--- src/hw/rtl/udprc_pkg.sv ---
`default_nettype none
package udprc_pkg;

  localparam int unsigned COUNT_W = 17;

  localparam logic [COUNT_W-1:0] HDR_BYTES = COUNT_W'(8);
  localparam logic [COUNT_W-1:0] COUNT_MAX = {COUNT_W{1'b1}};
  localparam logic [15:0]        UDP_PROTO = 16'h0011;

  // verdict codes
  localparam logic [1:0] VERDICT_OK      = 2'd0;
  localparam logic [1:0] VERDICT_SHORT   = 2'd1;
  localparam logic [1:0] VERDICT_BAD_LEN = 2'd2;
  localparam logic [1:0] VERDICT_CSUM    = 2'd3;

  localparam int unsigned IN_TDATA_W  = 72;
  localparam int unsigned OUT_TDATA_W = 56;

  // per-datagram totals handed from the byte stage to the verdict stage
  typedef struct packed {
    logic [COUNT_W-1:0] count;
    logic [15:0]        sum;
    logic [7:0]         hold;
    logic [15:0]        length;
    logic [15:0]        checksum;
    logic [15:0]        sport;
    logic [15:0]        dport;
  } udprc_snap_t;

  // end-around fold of a sum of up to four 16-bit words
  function automatic logic [15:0] fold18(input logic [17:0] s);
    logic [16:0] t;
    t = {1'b0, s[15:0]} + {15'b0, s[17:16]};
    return t[15:0] + {15'b0, t[16]};
  endfunction

endpackage
`default_nettype wire

--- src/hw/rtl/udp_receive_checker_top.sv ---
`default_nettype none
// UDP receive checker.
// Input channel (in_*): one datagram byte per item, header first. in_tdata
// carries the byte plus the IPv4 source and destination addresses, which
// are used only on the first byte of a datagram. in_tlast marks the final
// byte; only that item produces a result.
// Output channel (out_*): one verdict item per datagram with the ports,
// payload length and a checksum-verified flag.
// Throughput: one byte per clock while results drain, with no gaps between
// datagrams. The per-byte work is at most one ones'-complement add into the
// running sum; the first byte loads the folded pseudo-header addresses.
// A datagram's last byte passes through the input register, then the
// per-datagram total register, then the result register.
// Reset (rst_n low, synchronous) clears all per-datagram state and empties
// the pipeline; the first accepted byte afterwards starts a new datagram.
// Stall: if out_tready is held low the pipeline fills behind the waiting
// result and in_tready drops; nothing is lost or repeated. Non-last bytes
// keep flowing while a result waits, until the next last byte needs the
// total register.
module udp_receive_checker_top (
  input  wire logic                                 clk,
  input  wire logic                                 rst_n,
  input  wire logic                                 in_tvalid,
  output      logic                                 in_tready,
  // [7:0] data_byte, [39:8] source_address, [71:40] dest_address
  input  wire logic [udprc_pkg::IN_TDATA_W-1:0]     in_tdata,
  input  wire logic                                 in_tlast,
  output      logic                                 out_tvalid,
  input  wire logic                                 out_tready,
  // [1:0] verdict, [17:2] source_port, [33:18] dest_port,
  // [49:34] payload_length, [50] checksum_checked, [55:51] zero
  output      logic [udprc_pkg::OUT_TDATA_W-1:0]    out_tdata
);
  import udprc_pkg::*;

  // ---------------- input register ----------------
  logic                a_valid_r;
  logic [7:0]          a_byte_r;
  logic                a_last_r;
  logic [31:0]         a_src_r;
  logic [31:0]         a_dst_r;
  logic                a_adv;

  // ---------------- per-datagram state ----------------
  logic [COUNT_W-1:0]  count_r,  count_nxt;
  logic [15:0]         sum_r,    sum_nxt;
  logic [7:0]          hold_r,   hold_nxt;
  logic [15:0]         len_r,    len_nxt;
  logic [15:0]         csum_r,   csum_nxt;
  logic [15:0]         sport_r,  sport_nxt;
  logic [15:0]         dport_r,  dport_nxt;

  // ---------------- totals stage ----------------
  logic                b_valid_r;
  udprc_snap_t         b_snap_r;
  logic                b_load_ok;
  logic                b_adv;

  // ---------------- result register ----------------
  logic                out_valid_r;
  logic [OUT_TDATA_W-1:0] out_data_r;
  logic                out_load_ok;

  assign out_load_ok = !out_valid_r || out_tready;
  assign b_adv       = b_valid_r && out_load_ok;
  assign b_load_ok   = !b_valid_r || b_adv;
  // a non-last byte only touches the running state
  assign a_adv       = a_valid_r && (!a_last_r || b_load_ok);
  assign in_tready   = !a_valid_r || a_adv;

  always_ff @(posedge clk) begin
    if (!rst_n) begin
      a_valid_r <= 1'b0;
    end else if (in_tready) begin
      a_valid_r <= in_tvalid;
    end
  end

  always_ff @(posedge clk) begin
    if (in_tready && in_tvalid) begin
      a_byte_r <= in_tdata[7:0];
      a_src_r  <= in_tdata[39:8];
      a_dst_r  <= in_tdata[71:40];
      a_last_r <= in_tlast;
    end
  end

  // ---------------- byte processing ----------------
  logic [17:0] addr_total;
  logic [7:0]  sum_byte;
  logic        in_sum_span;

  always_comb begin
    addr_total = {2'b0, a_src_r[31:16]} + {2'b0, a_src_r[15:0]}
               + {2'b0, a_dst_r[31:16]} + {2'b0, a_dst_r[15:0]};
    // checksum field bytes count as zero
    sum_byte    = (count_r == COUNT_W'(6) || count_r == COUNT_W'(7)) ? 8'h00 : a_byte_r;
    in_sum_span = (count_r < HDR_BYTES) || (count_r < {1'b0, len_r});

    count_nxt = (count_r < COUNT_MAX) ? count_r + COUNT_W'(1) : count_r;
    sum_nxt   = sum_r;
    hold_nxt  = hold_r;
    len_nxt   = len_r;
    csum_nxt  = csum_r;
    sport_nxt = sport_r;
    dport_nxt = dport_r;

    // running sum is always zero on the first byte, so the pseudo-header
    // addresses simply replace it
    if (count_r == '0) begin
      sum_nxt = fold18(addr_total);
    end

    unique case (count_r)
      COUNT_W'(0): sport_nxt = {a_byte_r, sport_r[7:0]};
      COUNT_W'(1): sport_nxt = {sport_r[15:8], a_byte_r};
      COUNT_W'(2): dport_nxt = {a_byte_r, dport_r[7:0]};
      COUNT_W'(3): dport_nxt = {dport_r[15:8], a_byte_r};
      COUNT_W'(4): len_nxt   = {a_byte_r, len_r[7:0]};
      COUNT_W'(5): len_nxt   = {len_r[15:8], a_byte_r};
      COUNT_W'(6): csum_nxt  = {a_byte_r, csum_r[7:0]};
      COUNT_W'(7): csum_nxt  = {csum_r[15:8], a_byte_r};
      default: ;
    endcase

    if (in_sum_span) begin
      if (!count_r[0]) begin
        hold_nxt = sum_byte;
      end else begin
        sum_nxt = fold18({2'b0, sum_r} + {2'b0, hold_r, sum_byte});
      end
    end
  end

  always_ff @(posedge clk) begin
    if (!rst_n) begin
      count_r <= '0;
      sum_r   <= '0;
      hold_r  <= '0;
      len_r   <= '0;
      csum_r  <= '0;
      sport_r <= '0;
      dport_r <= '0;
    end else if (a_adv) begin
      if (a_last_r) begin
        count_r <= '0;
        sum_r   <= '0;
        hold_r  <= '0;
        len_r   <= '0;
        csum_r  <= '0;
        sport_r <= '0;
        dport_r <= '0;
      end else begin
        count_r <= count_nxt;
        sum_r   <= sum_nxt;
        hold_r  <= hold_nxt;
        len_r   <= len_nxt;
        csum_r  <= csum_nxt;
        sport_r <= sport_nxt;
        dport_r <= dport_nxt;
      end
    end
  end

  // ---------------- totals register ----------------
  always_ff @(posedge clk) begin
    if (!rst_n) begin
      b_valid_r <= 1'b0;
    end else if (b_load_ok) begin
      b_valid_r <= a_adv && a_last_r;
    end
  end

  always_ff @(posedge clk) begin
    if (b_load_ok && a_adv && a_last_r) begin
      b_snap_r.count    <= count_nxt;
      b_snap_r.sum      <= sum_nxt;
      b_snap_r.hold     <= hold_nxt;
      b_snap_r.length   <= len_nxt;
      b_snap_r.checksum <= csum_nxt;
      b_snap_r.sport    <= sport_nxt;
      b_snap_r.dport    <= dport_nxt;
    end
  end

  // ---------------- verdict ----------------
  logic [17:0] fin_total;
  logic [15:0] calc;
  logic        csum_match;
  logic [1:0]  verdict;
  logic [15:0] sp, dp, plen;
  logic        checked;

  always_comb begin
    // odd length: last byte padded with a zero low byte
    fin_total = {2'b0, b_snap_r.sum}
              + (b_snap_r.length[0] ? {2'b0, b_snap_r.hold, 8'h00} : 18'd0)
              + {2'b0, UDP_PROTO}
              + {2'b0, b_snap_r.length};
    calc       = ~fold18(fin_total);
    csum_match = (calc == b_snap_r.checksum)
              || (calc == 16'h0000 && b_snap_r.checksum == 16'hFFFF);

    verdict = VERDICT_OK;
    sp      = 16'h0000;
    dp      = 16'h0000;
    plen    = 16'h0000;
    checked = 1'b0;
    priority if (b_snap_r.count < HDR_BYTES) begin
      verdict = VERDICT_SHORT;
    end else if (b_snap_r.length < 16'd8 || {1'b0, b_snap_r.length} > b_snap_r.count) begin
      verdict = VERDICT_BAD_LEN;
      sp      = b_snap_r.sport;
      dp      = b_snap_r.dport;
    end else if (b_snap_r.checksum != 16'h0000 && !csum_match) begin
      verdict = VERDICT_CSUM;
      sp      = b_snap_r.sport;
      dp      = b_snap_r.dport;
    end else begin
      sp      = b_snap_r.sport;
      dp      = b_snap_r.dport;
      plen    = b_snap_r.length - 16'd8;
      checked = (b_snap_r.checksum != 16'h0000);
    end
  end

  always_ff @(posedge clk) begin
    if (!rst_n) begin
      out_valid_r <= 1'b0;
    end else if (out_load_ok) begin
      out_valid_r <= b_valid_r;
    end
  end

  always_ff @(posedge clk) begin
    if (b_adv) begin
      out_data_r <= {5'b0, checked, plen, dp, sp, verdict};
    end
  end

  assign out_tvalid = out_valid_r;
  assign out_tdata  = out_data_r;

endmodule
`default_nettype wire
--- config.mk ---
export PLATFORM = sky130hd
export DESIGN_NAME = udp_receive_checker_top
export DESIGN_NICKNAME = d
export VERILOG_FILES = /design/src/hw/rtl/udprc_pkg.sv /design/src/hw/rtl/udp_receive_checker_top.sv
export SDC_FILE = /design/constraint.sdc
export NUM_CORES = 1
export LEC_CHECK = 0
export ABC_CLOCK_PERIOD_IN_PS = 8000
export BUFFER_PORTS_ARGS = -buffer_cell sky130_fd_sc_hd__buf_4
export CORE_UTILIZATION = 55
export DETAILED_ROUTE_END_ITERATION = 12
export PLACE_DENSITY = 0.7
export SYNTH_ARGS = -nofsm -noshare
export SYNTH_HDL_FRONTEND = slang
export SYNTH_SLANG_ARGS = --single-unit
--- constraint.sdc ---
create_clock -name clk -period 8 [get_ports clk]
set_input_delay 1.6 -clock clk [delete_from_list [all_inputs] [get_ports clk]]
set_output_delay 1.6 -clock clk [all_outputs]
set_load 0.005 [all_outputs]
==> reports/qor.txt <==
======================================================================================
Outcome                                                                   finished, final reports clean
DRC                                                                                  0
Relative slew slack                                                              20.9%
Overall track demand over capacity in global routing                             27.5%
Total number of vias                                                             15800
Clock latency at the later pin of the worst-skew pair                          0.54 ns
Internal portion of total power                                                3.92 mW
Standard-cell row count                                                             70
Worst Path Required                                                            8.30 ns
IO Count                                                                           135
Layout cell share with drive strength beyond 1                                   14.1%
Number of H-tree levels                                                              2
Combinational share of power                                                     37.7%
Sequential power share                                                           33.5%
Hold violation count in the final report                                             0
Yosys warns                                                                          0
R2r endpoint                                                              out_tdata[34]
Cells after synthesis                                                             1956
Cell at the root of the clock tree                                           clkbuf_16
Post-synth EDFFs                                                                   229
I/O Buffers                                                                        129
Worst-case hold slack                                                         0.510 ns
Async set or reset register ratio after synthesis                                   0%
Critical Path Fanout Max                                                             8
Number of max-cap violations                                                         0
Residual antenna-violating net count after detailed routing                          0
Inserted Diodes                                                                      0
Number of antenna violations at the first check in global routing                    3
Skew final                                                                   0.0219 ns
Syn_area_per_cell                                                             10.5 um2
Worst setup timing slack at the placement stage                               0.133 ns
Number of detailed-routing iterations run before antenna repair                      6
Post-route cell area                                                         23400 um2
Tightest Hold Check Type                                                  flip-flop to flip-flop
Final design utilization                                                         63.8%
CP startpoint kind                                                           flip-flop
Non-filler cells, final                                                           2581
Net switching power                                                            2.15 mW
Sink of the worst hold path                                                  b_valid_r
Core box area                                                                36700 um2
Depth of the most critical reg-to-reg path                                          27
Via count of the first global-routing pass                                       14900
Total power divided by cell area                                            259 nW/um2
HPWL reported at the end of detailed placement                                 38.5 mm
Post-layout net count                                                             2311
Post-DR wirelength/cell                                                        20.4 um
Wire length after detailed routing                                             52.7 mm
Delay contributed by the slowest stage of the critical path                    0.54 ns
Floorplan die width                                                             195 um
Maximum number of pins on one net before global-route repair                       111
WHS Path Cells                                                                       2
Period Utilization, post-route                                                   96.0%
Kind of cell with the highest combined delay on the critical path         simple AND/OR/NAND/NOR gates
Leading cell types in the layout, fill and taps excluded                  edfxtp_1 (229), inv_1 (168), buf_4 (167)
Number of buffers inserted during clock tree synthesis                              36
TritonCTS clock tree                                                             built
Clock share of power                                                             28.8%
Capturing element type of the critical path                                  flip-flop
Layout overhead on the synthesized area                                          14.0%
Final count of pins violating max slew                                               0
Number of distinct standard cells referenced by the synthesized netlist            101
Routability-driven placement congestion ratio                                    0.942
R2R Setup Slk                                                                  0.32 ns
Synthesized cell area                                                        20600 um2
Number of synthesized register bits                                                337
PnR worst setup slack                                                         0.317 ns
Primary FF master, synth                                                      edfxtp_1
Total Neg Setup Slack                                                             0 ns
Shortest period the worst path allows                                          7.68 ns
Slew at the pin closest to its max-slew limit                                  1.16 ns
Initial core utilization                                                         56.0%
Maximum clock path buffer count                                                      3
Net switching fraction of the power                                              35.4%
Drt via density                                                                   6.12
Slowest stage cell on the critical path                                         or4b_1
Instance area at placement                                                   22000 um2
DP Cell Count                                                                     2506
Top cell by count, worst path                                                     ha_1
Drt first-iter violations                                                         1283
Final setup violation count                                                          0
First-pass GRT wire length                                                     81.8 mm
Startpoint of the worst register-to-register path                         b_snap_r[48]
Arrival @ worst endpoint                                                       7.98 ns
Part of the Yosys area used for sequential elements                              44.0%
Number of sinks handled by clock tree synthesis                                    337
Hold buffer count at cts                                                             0
Vertical die dimension                                                          195 um
Highest attainable clock frequency                                             130 MHz
Final Power                                                                    6.06 mW
Most common cell after layout, fill and taps aside                            edfxtp_1
Number of filler cells placed in the layout                                       2936
Buf/Inv on CP                                                                        1
Maximum vdd ir drop                                                           0.199 mV
Clock slew at the register clock pins of the worst setup and hold paths        0.06 ns
CP Class                                                                  flip-flop to flip-flop
Leakage power total                                                            9.19 nW
Total gr overflow                                                                    0
Hold path startpoint                                                         b_valid_r
Area of the die                                                              38100 um2
======================================================================================
-- power groups by stage --
stage / Sequential, mW / Combinational [mW] / Clock, mW
final: 2.03 / 2.29 / 1.74
after global routing: 2.04 / 2.50 / 1.84
after CTS: 2.03 / 2.25 / 1.77
after floorplan: 2.04 / 1.63 / 0
after global placement: 2.07 / 2.20 / 0
after detailed placement: 2.07 / 2.23 / 0
-- what timing repair did --
item	CTS	global route
buffers inserted	0	9
resized for setup	0	8
setup endpoints to repair	0	25
-- cells in the mapped netlist (10+ instances only) --
cell type | count | share of area [%]
edfxtp_1 | 229 | 33
inv_1 | 168 | 3.1
dfxtp_1 | 108 | 11
ha_1 | 104 | 6.3
nor2_1 | 94 | 1.7
nor2b_1 | 94 | 2.9
nand2_1 | 92 | 1.7
a22oi_1 | 82 | 3.0
a21oi_1 | 74 | 1.8
a22o_1 | 74 | 3.2
and2_1 | 72 | 2.2
xnor2_1 | 71 | 3.0
clkbuf_1 | 58 | 1.1
o21ai_0 | 55 | 1.3
fa_1 | 44 | 4.3
xor2_1 | 41 | 1.7
nand3_1 | 39 | 0.95
and3_1 | 29 | 0.88
nor4_1 | 27 | 0.82
nor3_1 | 25 | 0.61
a21o_1 | 24 | 0.88
a211oi_1 | 22 | 0.80
nand4_1 | 21 | 0.64
o21a_1 | 18 | 0.66
or3_1 | 16 | 0.49
nand2b_1 | 14 | 0.43
a21boi_0 | 11 | 0.40
mux2_2 | 11 | 0.60
a211o_1 | 10 | 0.43
and4_1 | 10 | 0.43
mux2i_1 | 10 | 0.49
or2_2 | 10 | 0.30
-- logic make-up (layout without fill, tap and decap cells) --
| family | Yosys count | in the layout | synth area share (%) |
|---|---|---|---|
| adders and majority gates | 148 | 148 | 10.6 |
| other | 1 | 5 | 0.0182 |
| xor gates and xnor gates | 114 | 114 | 4.99 |
| DFF | 337 | 337 | 44.0 |
| muxes | 21 | 21 | 1.09 |
| and+or+nand+nor | 600 | 600 | 16.6 |
| buffers and inverters | 248 | 400 | 4.71 |
| AOI/OAI and AO/OA | 487 | 488 | 18.0 |
-- routing by layer --
| metal | share of wire [%] | GRT usage (%) |
|---|---|---|
| met4 | 3.9 | 10.8 |
| met2 | 45 | 43.5 |
| met1 | 44 | 37.9 |
| met3 | 7.1 | 4.35 |
| met5 | 0.025 | 0 |
-- worst min-delay path, cell delays in order, from the launching register on --
cell	delay, ns
dfxtp_1	0.33
nand2_1	0.06
a21boi_0	0.07
-- registers in the layout, indices dropped and copies added (netlist names), 8 cells and up --
register and count:
hold_r 8, count_r 17, out_tdata 51, a_src_r 32, csum_r 16, dport_r 16
sport_r 16, a_dst_r 32, sum_r 16, a_byte_r 8, b_snap_r 105, len_r 16
-- layout make-up --
cell class                      instances  area [um2]  area share, %
Multi-Input combinational cell       1376       10700           45.6
Sequential cell                       337        9040           38.6
Timing Repair Buffer                  167        1250           5.35
Clock buffer                           42         933           3.99
Inverter                              168         631           2.69
Tap cell                              468         586           2.50
Clock inverter                         23         307           1.31
-- worst max path at each step --
stage | startpoint | endpoint | depth (start not counted)
final | b_snap_r[48] | out_tdata[34] | 27
after global routing | b_snap_r[48] | out_tdata[34] | 27
after CTS | b_snap_r[56] | out_tdata[50] | 28
after detailed placement | b_snap_r[56] | out_tdata[50] | 28
after global placement | b_snap_r[56] | out_tdata[44] | 28
after floorplan | b_snap_r[56] | out_tdata[0] | 30
No activity file was read; power rests on OpenSTA's default activity.
